## src/rtl/atcs_pkg.sv

```systemverilog
// ----------------------------------------------------------------------------
// atcs_pkg
// Types, codes and small helpers shared by the alarm table blocks.
// ----------------------------------------------------------------------------
package atcs_pkg;

   // command codes on the request channel
   localparam logic [2:0] CMD_RAISE   = 3'd0;
   localparam logic [2:0] CMD_CLEAR   = 3'd1;
   localparam logic [2:0] CMD_NOTE    = 3'd2;
   localparam logic [2:0] CMD_ACK     = 3'd3;
   localparam logic [2:0] CMD_ACK_ALL = 3'd4;
   localparam logic [2:0] CMD_SHELVE  = 3'd5;

   // response status codes
   localparam logic [1:0] ST_OK        = 2'd0;
   localparam logic [1:0] ST_NOT_FOUND = 2'd1;
   localparam logic [1:0] ST_FULL      = 2'd2;

   // csr register indexes
   localparam logic [1:0] CSR_CHATTER_LIMIT  = 2'd0;
   localparam logic [1:0] CSR_CHATTER_WINDOW = 2'd1;
   localparam logic [1:0] CSR_SHELF_TIME     = 2'd2;
   localparam logic [1:0] CSR_HIGH_SEVERITY  = 2'd3;

   typedef enum logic [2:0] {
      OP_RAISE,
      OP_CLEAR,
      OP_NOTE,
      OP_ACK,
      OP_ACK_ALL,
      OP_SHELVE,
      OP_NONE
   } op_type;

   typedef struct packed {
      logic [2:0]  cmd;
      logic [15:0] alarm_key;
      logic [31:0] now;
      logic [2:0]  severity;
      logic [7:0]  sink_mask;
      logic [15:0] shelve_seconds;
   } req_type;

   typedef struct packed {
      logic [1:0]        status;
      logic              notify;
      logic [5:0]        newly_acked;
      logic [15:0]       raise_total;
      logic [5:0]        unacked_total;
      logic [5:0]        active_total;
      logic signed [3:0] worst_unacked;
      logic [31:0]       generation;
   } rsp_type;

   typedef struct packed {
      op_type  op;
      req_type req;
   } work_type;

   typedef struct packed {
      logic [7:0]  chatter_limit;
      logic [15:0] chatter_window;
      logic [15:0] shelf_time;
      logic [2:0]  high_severity;
   } cfg_type;

   typedef struct packed {
      logic retired;
      logic notice;
      logic acked;
      logic active;
      logic used;
   } flags_type;

   // now + b, saturating at all ones
   function automatic logic [31:0] add_sat(logic [31:0] a, logic [15:0] b);
      logic [32:0] s;
      s = {1'b0, a} + {17'b0, b};
      return s[32] ? 32'hFFFF_FFFF : s[31:0];
   endfunction

   // signed elapsed time strictly above lim; time running backwards never counts
   function automatic logic later(logic [31:0] t_now, logic [31:0] t_then, logic [16:0] lim);
      logic signed [33:0] d;
      d = $signed({2'b00, t_now}) - $signed({2'b00, t_then});
      return d > $signed({17'b0, lim});
   endfunction

endpackage

```

## src/rtl/atcs_front.sv

```systemverilog
// ----------------------------------------------------------------------------
// atcs_front
// Accepts requests, decodes the command and holds them in a two-deep queue.
// ----------------------------------------------------------------------------
module atcs_front import atcs_pkg::*; (
   input  logic     clock,
   input  logic     reset,
   input  logic     req_valid,
   output logic     req_ready,
   input  req_type  req_data,
   output logic     q_valid,
   input  logic     q_ready,
   output work_type q_item
);

   work_type   slots_ff [2];
   logic       wp_ff, wp_in;
   logic       rp_ff, rp_in;
   logic [1:0] cnt_ff, cnt_in;
   logic       push, pop;
   work_type   dec;

   always_comb begin
      dec.req = req_data;
      unique case (req_data.cmd)
         CMD_RAISE:   dec.op = OP_RAISE;
         CMD_CLEAR:   dec.op = OP_CLEAR;
         CMD_NOTE:    dec.op = OP_NOTE;
         CMD_ACK:     dec.op = OP_ACK;
         CMD_ACK_ALL: dec.op = OP_ACK_ALL;
         CMD_SHELVE:  dec.op = OP_SHELVE;
         default:     dec.op = OP_NONE;
      endcase
   end

   assign req_ready = (cnt_ff != 2'd2);
   assign q_valid   = (cnt_ff != 2'd0);
   assign q_item    = slots_ff[rp_ff];
   assign push      = req_valid && req_ready;
   assign pop       = q_valid && q_ready;

   always_comb begin
      wp_in  = push ? ~wp_ff : wp_ff;
      rp_in  = pop ? ~rp_ff : rp_ff;
      cnt_in = cnt_ff + {1'b0, push} - {1'b0, pop};
   end

   always_ff @(posedge clock) begin
      if (reset) begin
         wp_ff  <= 1'b0;
         rp_ff  <= 1'b0;
         cnt_ff <= 2'd0;
      end else begin
         wp_ff  <= wp_in;
         rp_ff  <= rp_in;
         cnt_ff <= cnt_in;
      end
      if (push) slots_ff[wp_ff] <= dec;
   end

endmodule

```

## config.mk

```make
export PLATFORM = sky130hd
export DESIGN_NAME = atcs_front
export DESIGN_NICKNAME = d
export VERILOG_FILES = /design/src/rtl/atcs_pkg.sv /design/src/rtl/atcs_front.sv
export SDC_FILE = /design/constraint.sdc
export NUM_CORES = 1
export LEC_CHECK = 0
export BUFFER_PORTS_ARGS = -buffer_cell sky130_fd_sc_hd__buf_2
export CORE_MARGIN = 2
export CORE_UTILIZATION = 50
export DETAILED_ROUTE_END_ITERATION = 10
export GPL_TIMING_DRIVEN = 0
export PLACE_DENSITY = 0.87
export SETUP_SLACK_MARGIN = 0.5
export SYNTH_ARGS = -nofsm -noshare
export SYNTH_HDL_FRONTEND = slang
export SYNTH_SLANG_ARGS = --single-unit
```

## constraint.sdc

```tcl
create_clock -name clock -period 3.5 [get_ports clock]
set_clock_uncertainty 0.15 [all_clocks]
set_input_delay 0.35 -clock clock [delete_from_list [all_inputs] [get_ports clock]]
set_output_delay 0.35 -clock clock [all_outputs]
set_load 0.02 [all_outputs]
```

== Word level (Yosys, flattened, before mapping) ==
Memories as Yosys holds them, arrays and structs flattened. A register that Yosys moved wholly into a read port is not among the register bits.
Index checks and enable logic that the tools add are counted.

* Bitwise logic cells: 2
* Multipliers: 0
* Order comparisons: 0
* Muxes and demuxes: 5
* Divide/modulo/power cells: 0
* Reductions and logical operators: 4
* Eq/ne operators: 6
* Add/sub/neg operators: 2
* Shift-type cells: 0

{| class="wikitable"
|+ Operators by type and width
! cell !! count
|-
| one-hot mux 3 bit (6 select lines) || 1
|-
| equality test 3 x 2 -> 1 bit, second input constant || 2
|-
| equality test 3 bit, second input constant || 2
|-
| two-way mux 1 bit || 4
|-
| equality test 3 x 1 -> 1 bit, second input constant || 1
|-
| zero test 3 bit || 1
|-
| adder 2 x 1 -> 2 bit || 1
|-
| logical AND 1 bit || 2
|-
| != test 2 bit, second input constant || 1
|-
| inverter 1 bit || 2
|-
| nonzero test 2 bit || 1
|-
| subtractor 2 x 1 -> 2 bit || 1
|}

* Bits in read-only memories: 0
* Bits of input ports: 82
* Memory bits (writable): 162
* Memories: 1
* Latch bits: 0
* Bits in registers: 4

{| class="wikitable"
|+ Memories
! memory !! words !! width !! read ports !! clocked after memory_dff !! wr ports !! RTL line !! text
|-
| slots_ff || 2 || 81 || 1 || 1 || 1 || atcs_front.sv:16 || <nowiki>work_type slots_ff [2];</nowiki>
|}

== Longest topological paths before layout ==
Gate-level depths: netlist of run 1.

* Word-level depth: 4
* Depth in mapped cells: 6

== Worst setup path after synthesis of run 1 ==
OpenSTA, ideal clock, no wires.

* Path kind: register to register
* Start point: reg cnt_ff[0]
* End point: mem slots_ff[1][0] in the netlist's numbering (enable)
* Setup time: 449 ps
* Buffers on the path: 0
* Cell stages (with the launch flop): 3
* Data required time: 2,901 ps
* Data arrival time: 2,681 ps
* Period minus slack after synthesis: 3,280 ps
* Path slack: 220 ps
* Cells stage by stage: dfxtp_1 nand2b_1 and3_1

* Longest elaborated chain between the ends: 4

{| class="wikitable"
|+ Ends and longest elaborated chain
! element !! RTL line !! text
|-
| from (decl) || atcs_front.sv:19 || <nowiki>logic [1:0] cnt_ff, cnt_in;</nowiki>
|-
| from (signal assigned) || atcs_front.sv:56 || <nowiki>cnt_ff <= cnt_in;</nowiki>
|-
| != test 2 bit || atcs_front.sv:36 || <nowiki>assign req_ready = (cnt_ff != 2'd2);</nowiki>
|-
| via req_ready || atcs_front.sv:9 || <nowiki>output logic req_ready,</nowiki>
|-
| logical AND 1 bit || atcs_front.sv:39 || <nowiki>assign push = req_valid && req_ready;</nowiki>
|-
| two-way mux 1 bit || atcs_front.sv:58 || <nowiki>if (push) slots_ff[wp_ff] <= dec;</nowiki>
|-
| two-way mux 1 bit (implied by the code) || atcs_front.sv:58 ||
|-
| to (decl) || atcs_front.sv:16 ||
|}

The timed path passes the listed nets, and every way through them passes these cells.

==> results of run 1 <==
## through the flow
stage               hold WS [ns]  worst slack [ns]  instances
finish                   0.03511             1.241        706
CTS                      0.01056             1.197        706
global route             0.03432             1.150        706
global placement          0.3334           -0.1355        595
detailed placement        0.3492             1.372        597
floorplan                 0.2691            0.5062        284
## power by group through the flow
stage	Sequential [mW]	Combinational (mW)	Clock [mW]
floorplan	2.52	0.868	0
global placement	2.53	1.23	0
detailed placement	2.53	1.27	0
CTS	2.49	1.35	1.76
global route	2.51	1.43	1.83
finish	2.49	1.35	1.73
## layout make-up
class | instances | share of cell area (%)
Sequential cell | 167 | 58.46
Timing Repair Buffer | 243 | 19.30
Multi-Input combinational cell | 105 | 12.70
Clock buffer | 20 | 5.142
Tap cell | 147 | 2.166
Clock inverter | 12 | 1.297
Buffer | 11 | 0.8546
Inverter | 1 | 0.07367
## kinds of logic (layout without fill, tap and decap cells)
group,after synthesis,in the layout,synth area share (%)
multiplexers,82,82,15.10
AND/OR/NAND/NOR,13,13,1.146
buffers and inverters,12,287,1.248
adder cells (fa/ha/maj),1,1,0.2046
AO/OA/AOI/OAI,8,8,0.9618
XOR/XNOR,1,1,0.1433
flip-flops,167,167,81.20
## repair_timing
item / 4_1_cts / 5_1_grt
buffers inserted: 0 / 0
hold buffers: 77 / 0
resized for setup: 0 / 0
hold endpoints to repair: 154 / 0
## cells in the final DEF, fill, tap and decap left out, drive strengths merged, types with 2 or more instances in the layout
cell         Yosys  routed
bufinv           0       2
mux2            82      82
nor2             5       5
a21bo            2       2
nor2b            2       2
o21ai            2       2
dlygate4sd3      0      77
buf              9     175
dfxtp            5       5
clkbuf           2      22
edfxtp         162     162
clkinv           0       9
## registers in the layout (all words and copies together), names as in the netlist, named ones only
signal and cells:
slots_ff 162, wp_ff 1, rp_ff 1, cnt_ff 2
## final timing paths
path                     endpoint  slack [ns]  depth (start not counted)
setup reg to reg  slots_ff[1][17]        1.40                          3
hold reg to reg              flop        0.37                          2
hold / removal               flop        0.04                          2
setup / recovery       q_item[78]        1.24                          4
## per-layer routing
layer | GRT usage (%) | vias to the layer above | wire [µm]
li1 | - | 1649 | -
met1 | 20.42 | 1736 | 4689
met2 | 37.00 | 120 | 7039
met3 | 5.611 | 30 | 658
met4 | 9.350 | 0 | 338
met5 | 0 | - | 0
==> flow_summary_export.csv, run 1 <==
group,metric,value,unit
timing,slew_headroom,60.40,%
cts,clockBufferDepth,2,
setup_path,crit_path_top_delay_cell,"mux2_2",
global_route,antenna_found_initial,0,
timing,finalCritPeriodShare,64.55,%
setup_path,path_class,"flop to output port",
flow_run,cap_violations,0,
power,internal-power,4.045,mW
floorplan,num_rows,40,
cts,htree_levels,4,
floorplan,die-width,114.6,µm
synth,async_flop_share,0,%
synth,synth_nets,367,
global_route,grt_overflow,0,
setup_path,worstSetupEndpointType,"output port",
synth,synthTopCellsByCount,"edfxtp_1, mux2_2, buf_4",
setup_path,start_kind,"flop",
global_route,grt_max_degree,45,
routing,ant_nets,0,
power,pwr-share-clk,31.1,%
setup_path,crit_fanout,10,
cells_and_area,fillers,701,
place,place_congestion,0.7010,
cells_and_area,multi_input_area,0.001079,mm²
outcome,status,"completed",
cts,cts_root_buf,"clkbuf_16",
synth,synth_seq_cells,167,
timing,period_needed,2.259,ns
place,placed_cell_area,0.007174,mm²
setup_path,rr_startpoint,"cnt_ff[0]",
floorplan,fp.dieH,114.6,µm
setup_path,cpMostUsedCell,"buf_2",
cells_and_area,register_area,0.004965,mm²
synth,ys.flop_type,"edfxtp_1",
timing,drv_slew,0,
timing,worst_pin_slew,0.5940,ns
synth,synth_top_area_share,79.56,%
floorplan,start_util,51.12,%
floorplan,core,0.01196,mm²
timing,finalHoldViolCount,0,
global_route,track_usage,19.87,%
synth,synthTopCellsByArea,"edfxtp_1, mux2_2, dfxtp_1, buf_4, nor2_1",
setup_path,critPathMaxStageDelay,0.37,ns
timing,rsz0062_at_grt,"false",
cells_and_area,drive_gt1_share,50.81,%
synth,synth_area,0.006115,mm²
synth,ys_types,25,
routing,drcViolationCount,0,
setup_path,path_buf_inv,3,
power,p_sw,1.523,mW
synth,synth.most_common_cell,"edfxtp_1",
routing,viasPerCell,5.007,
cells_and_area,diodes,0,
global_route,grt_pass1_vias,3966,
routing,wirelength,12730,µm
power,power.share.sequential,44.8,%
cells_and_area,finalNetCount,629,
setup_path,cp.arrival,1.76,ns
hold_path,holdCritPathClass,"input pin to flop",
synth,syn_area_per_cell,21.53,µm²
cts,clkSinkCount,167,
floorplan,ios,165,
synth,synth_edf_count,162,
power,power-per-cell-area,655.7,mW/mm²
setup_path,crit_family,"buffers and inverters",
routing,drtIter0Drc,202,
power,leakage,3.232,nW
place,port_buffers,164,
cells_and_area,area.growth.synth_to_final,38.88,%
timing,clock.fmax,442.6,MHz
cts,clk_latency,0.41,ns
power,total_power,5.568,mW
cells_and_area,utilization,70.99,%
cts,clk_pin_slew,0.06,ns
hold_path,worstHoldStart,"reset",
power,p_sw_share,27.35,%
routing,dr.pass1.iters,4,
routing,vias,3535,
power,combinationalPowerShare,24.2,%
synth,syn_inst,284,
synth,synth_warnings,0,
global_route,grt_pass1_wl,19190,µm
synth,synth_area_leader_cell,"edfxtp_1",
floorplan,die-area,0.01313,mm²
routing,routedWlPerCell,18.02,µm
cts,cts_buffers,17,
place,dp_hpwl,7243,µm
timing,setup_viol,0,
setup_path,cp_cell_sequence,"buf_2, buf_4, mux2_2, buf_2",
timing,finalSetupTns,0,ns
setup_path,required,3.00,ns
power,irDropWorstVdd,0.4307,mV
synth,synth-seq-area-share,81.20,%
cells_and_area,design_area,0.008492,mm²
cts,cts_tree,"yes",
No activity file was read; power rests on OpenSTA's default activity.
==> inputs of run 2 (changes only) <==
Settings changed: ABC_AREA from default to 1, PLACE_DENSITY 0.87 to 0.86.
Clock period 3.5 ns to 2.3 ns, I/O delays scaled along.
==> run 2 against run 1 <==
Net effect: clock power up 56%; critical path depth unchanged; clock-buffer cell count down 2; critical endpoint is now q_item[48].
==> flow_summary_export.csv, run 2 <==
group,metric,value,unit
cells_and_area,design_area,0.009859,mm²
synth,syn_area_per_cell,22.35,µm²
setup_path,crit_fanout,7,
routing,drcViolationCount,0,
setup_path,required,1.92,ns
floorplan,die-area,0.01394,mm²
hold_path,holdCritPathClass,"input pin to flop",
setup_path,rr_startpoint,"cnt_ff[1]",
place,preCtsSetupSlack,0.2146,ns
synth,synth_edf_count,162,
timing,finalHoldViolCount,0,
routing,routedWlPerCell,19.65,µm
timing,hold_ws,0.09738,ns
cts,cts_buffers,17,
setup_path,crit_path_end,"q_item[48]",
cells_and_area,drive_gt1_share,53.06,%
routing,wirelength,14940,µm
synth,synth_area_leader_cell,"edfxtp_1",
timing,drv_slew,0,
synth,synth_warnings,0,
synth,synth_seq_cells,167,
synth,synth_top_area_share,74.80,%
floorplan,core,0.01267,mm²
timing,finalCritPeriodShare,85.43,%
synth,synth_fa_ha_area_share,0.1924,%
global_route,grt_pass1_wl,20050,µm
power,leakage,3.902,nW
cells_and_area,finalNetCount,659,
routing,drtIter0Drc,213,
cts,clk_pin_slew,0.06,ns
power,power-per-cell-area,1091,mW/mm²
outcome,status,"completed",
synth,synthMuxAreaShare,18.64,%
cts,cts_root_buf,"clkbuf_16",
flow_run,cap_violations,0,
cts,cts_tree,"yes",
place,placed_cell_area,0.007649,mm²
synth,synth_compound_area_share,0.2693,%
synth,ys.flop_type,"edfxtp_1",
cells_and_area,utilization,77.81,%
setup_path,r2r_slack,0.58,ns
cells_and_area,area.growth.synth_to_final,51.60,%
power,total_power,10.76,mW
floorplan,num_rows,41,
global_route,grt_max_degree,33,
synth,synth_area,0.006504,mm²
timing,fin_ws,0.3350,ns
cts,clk_latency,0.43,ns
synth,synthTopCellsByArea,"edfxtp_1, mux2_4, buf_12, dfxtp_1, inv_1",
place,place_congestion,0.7274,
routing,viasPerCell,4.907,
cells_and_area,post_layout_nonfiller_instances,760,
global_route,grt_pass1_vias,3900,
global_route,antenna_found_initial,0,
cells_and_area,layout.cells.most_common,"edfxtp_1",
floorplan,start_util,51.33,%
floorplan,die-width,118.1,µm
routing,ant_nets,0,
timing,period_needed,1.965,ns
cells_and_area,top_register,"slots_ff",
synth,synthSimpleGateAreaFrac,1.212,%
setup_path,path_class,"flop to output port",
cells_and_area,reg_top3,"slots_ff (162), cnt_ff (2)",
cts,clockBufferDepth,2,
cts,clkSinkCount,167,
synth,yosys.area_share.xor_xnor,0.1347,%
timing,rsz0062_at_grt,"true",
setup_path,rr_worst_depth,9,
timing,worst_pin_slew,0.4614,ns
global_route,track_usage,19.33,%
place,dp_hpwl,7551,µm
synth,synthTopCellsByCount,"edfxtp_1, mux2_4, buf_12, inv_1, nor2_1",
synth,synth.most_common_cell,"edfxtp_1",
cts,htree_levels,4,
synth,synth_nets,374,
synth,synth_top_family_by_area,"multiplexers",
cells_and_area,final_cell_mix,"edfxtp_1, buf_2, buf_6",
setup_path,worstSetupEndpointType,"output port",
floorplan,ios,165,
routing,vias,3729,
synth,async_flop_share,0,%
timing,clock.fmax,508.9,MHz
cells_and_area,fillers,659,
synth,ys_types,18,
setup_path,cp.arrival,1.58,ns
setup_path,r2r_end,"cnt_ff[1]",
synth,syn_inst,291,
synth,synth-seq-area-share,76.34,%
cells_and_area,diodes,0,
place,dp.cells,631,
place,port_buffers,164,
global_route,grt_overflow,0,
power,irDropWorstVdd,0.6835,mV
timing,slew_headroom,69.17,%
timing,setup_viol,0,
floorplan,fp.dieH,118.1,µm
routing,dr.pass1.iters,4,
timing,finalSetupTns,0,ns
cells_and_area,largest_reg_flops,162,
setup_path,start_kind,"flop",
run 2: cell types whose count changed after synthesis, moves of 2 or more:
cell     change
buf_4        -8
mux2_4      +80
mux2_2      -80
nor2_1       +3
buf_12       +8
o21ai_0      -2
inv_1        +7
nand2_1      +7
nor2b_1      -2
run 2: kinds of logic (layout without fill, tap and decap cells):
group / after synthesis / count (layout)
flops: 167 / 167
mux: 81 / 81
simple gates: 19 / 21
buf+inv: 19 / 314
compound gates: 3 / 3
fa+ha+maj: 1 / 1
xor+xnor: 1 / 1
run 2: critical path, cell delays in order, from the launching register on:
cell,delay [ns]
dfxtp_4,0.40
buf_16,0.16
clkbuf_16,0.16
mux2_4,0.31
buf_6,0.13
run 2: per-layer routing:
metal / wire [µm] / track usage (%) / vias up
li1: - / - / 1704
met1: 5763 / 21.63 / 1857
met2: 8108 / 34.16 / 143
met3: 784 / 5.717 / 25
met4: 279 / 8.509 / 0
met5: 0 / 0 / -
run 2: final cells by class:
| cell class | count | area, µm² | share of cell area (%) |
|---|---|---|---|
| Tap cell | 172 | 215.2 | 2.183 |
| Multi-Input combinational cell | 107 | 1384 | 14.04 |
| Inverter | 8 | 30.03 | 0.3046 |
| Clock inverter | 13 | 132.6 | 1.345 |
| Timing Repair Buffer | 264 | 2510 | 25.46 |
| Clock buffer | 18 | 429.2 | 4.353 |
| Buffer | 11 | 187.7 | 1.904 |
| Sequential cell | 167 | 4971 | 50.42 |
run 2: repair_timing:
action,4_1_cts,5_1_grt
gates cloned,3,9
pin swaps,2,1
setup buffers,2,4
endpoints found under the hold margin,165,0
resized for setup,7,178
hold buffers,80,0
setup endpoints to repair,219,108
run 2: worst min path at each step:
| stage | endpoint | slack, ns | cells past startpoint | from |
|---|---|---|---|---|
| after global routing | cnt_ff[1] | 0.14 | 5 | q_ready |
| after CTS | flop | 0.07 | 5 | q_ready |
| after detailed placement | slots_ff[1][4] | 0.27 | 1 | req_data[4] |
| after global placement | slots_ff[0][1] | 0.27 | 1 | req_data[1] |
| after floorplan | cnt_ff[0] | 0.14 | 1 | reset |
| final | cnt_ff[1] | 0.1 | 5 | q_ready |
run 2: power by group:
part | internal [mW] | switching, mW
logic | 2.21 | 1.82
clock network | 1.58 | 1.12
registers | 3.87 | 0.156
total | 7.66 | 3.10
==> inputs of run 3 (changes only) <==
Settings changed: CORE_UTILIZATION 50 to 53, PLACE_DENSITY 0.86 to 0.9.
==> run 3 against run 2 <==
Net effect: sequential share of layout area up 2.3 points; via count down 0.94%; clock power grew 10%; sequential cell count is the same.
==> flow_summary_export.csv, run 3 (synthesized netlist as in run 2, its figures left out) <==
group,metric,value,unit
outcome,status,"completed",
routing,viasPerCell,5.081,
timing,finalHoldViolCount,0,
floorplan,die-width,114.8,µm
global_route,track_usage,20.96,%
floorplan,die-area,0.01317,mm²
hold_path,min_to,"wp_ff",
floorplan,start_util,54.15,%
timing,period_needed,1.960,ns
timing,slew_headroom,68.38,%
setup_path,required,1.92,ns
timing,clock.fmax,510.3,MHz
cells_and_area,reg_top3,"slots_ff (162), cnt_ff (2)",
global_route,grt_pass1_wl,20090,µm
setup_path,r2r_end,"cnt_ff[1]",
routing,wirelength,14460,µm
cts,cts_root_buf,"clkbuf_16",
cts,clkSinkCount,167,
routing,dr.pass1.iters,4,
cells_and_area,largest_reg_flops,162,
place,dp_hpwl,7720,µm
cts,htree_levels,4,
setup_path,rr_startpoint,"cnt_ff[1]",
cells_and_area,top_register,"slots_ff",
cts,cts_tree,"yes",
global_route,grt_overflow,0,
routing,drtIter0Drc,231,
power,power-per-cell-area,1112,mW/mm²
cells_and_area,finalNetCount,651,
cells_and_area,layout.cells.most_common,"edfxtp_1",
place,preCtsSetupSlack,0.1605,ns
flow_run,cap_violations,0,
timing,setup_viol,0,
routing,vias,3694,
place,port_buffers,164,
setup_path,path_class,"flop to output port",
routing,drcViolationCount,0,
global_route,grt_pass1_vias,3889,
hold_path,worstHoldStart,"req_valid",
cts,clockBufferDepth,2,
setup_path,cp.arrival,1.58,ns
power,total_power,10.48,mW
floorplan,num_rows,40,
cts,cts_buffers,17,
timing,fin_ws,0.3403,ns
setup_path,worstSetupEndpointType,"output port",
cts,clk_pin_slew,0.06,ns
cells_and_area,diodes,0,
cells_and_area,final_cell_mix,"edfxtp_1, buf_2, mux2_4",
timing,worst_pin_slew,0.4732,ns
power,leakage,3.779,nW
cts,clk_latency,0.41,ns
setup_path,rr_worst_depth,10,
timing,rsz0062_at_grt,"true",
setup_path,crit_fanout,10,
routing,ant_nets,0,
global_route,antenna_found_initial,0,
place,place_congestion,0.7360,
cells_and_area,fillers,612,
floorplan,core,0.01201,mm²
floorplan,ios,165,
global_route,grt_max_degree,35,
cells_and_area,drive_gt1_share,52.93,%
timing,finalCritPeriodShare,85.21,%
hold_path,holdCritPathClass,"input pin to flop",
routing,routedWlPerCell,19.89,µm
hold_path,timing.hold.worst_path_depth,3,
power,irDropWorstVdd,0.6525,mV
timing,drv_slew,0,
floorplan,fp.dieH,114.8,µm
setup_path,start_kind,"flop",
cells_and_area,area.growth.synth_to_final,44.92,%
setup_path,r2r_slack,0.62,ns
## run 3: critical path: stages, from the launching register on
cell	delay, ns
dfxtp_4	0.38
buf_12	0.15
buf_12	0.15
mux2_4	0.31
buf_2	0.16
## run 3: worst max-delay path by stage
stage / from / endpoint
4_1_cts: flop / q_item[74]
6_report: flop / q_item[31]
3_3_place_gp: cnt_ff[1] / slots_ff[1][54]
2_1_floorplan: cnt_ff[0] / slots_ff[1][0]
3_5_place_dp: cnt_ff[1] / slots_ff[1][54]
5_1_grt: flop / q_item[79]
## run 3: power breakdown
part / total, mW / switching (mW) / leakage [nW] / internal, mW
Sequential: 4.02 / 0.158 / 1.56 / 3.87
Clock: 2.97 / 1.06 / 0.307 / 1.91
Combinational: 3.49 / 1.71 / 1.92 / 1.78
Total: 10.5 / 2.93 / 3.78 / 7.55
## run 3: final cells by class
class                   instances  area [µm²]  share of cell area (%)
clock buffers                  20       436.7                   4.633
inverters                       8       30.03                  0.3186
plain buffers                  11       187.7                   1.991
flip-flops and latches        167        4971                   52.74
clock inverters                11       180.2                   1.912
multi-input cells             106        1375                   14.59
repair buffers                257        2061                   21.86
well taps                     147       183.9                   1.951
## run 3: repair_timing
item	CTS	global route
gates cloned	2	3
resized for setup	8	66
hold buffers	79	0
hold endpoints to repair	165	0
buffers inserted	3	2
endpoints found under the setup margin	184	94
pin swaps	2	1
## run 3: metrics by stage
stage	cells	hold WS [ns]	utilization, %	cell area, µm²	TNS, ns
floorplan	291	0.1438	-	6533	-5.630
global placement	602	0.2688	62.75	7537	-93.98
detailed placement	607	0.2718	63.71	7652	0
CTS	722	0.01030	76.08	9139	0
global route	727	0.06073	78.47	9425	0
finish	727	0.06152	78.47	9425	0
## run 3: metal layers
layer	share of wire, %	vias to the layer above	GRT usage [%]	wire length, µm
met5	0	-	0	0
met4	3.0	0	8.916	431
met3	4.9	36	5.166	706
met2	56	150	39.41	8146
met1	36	1822	22.37	5174
li1	-	1686	-	-
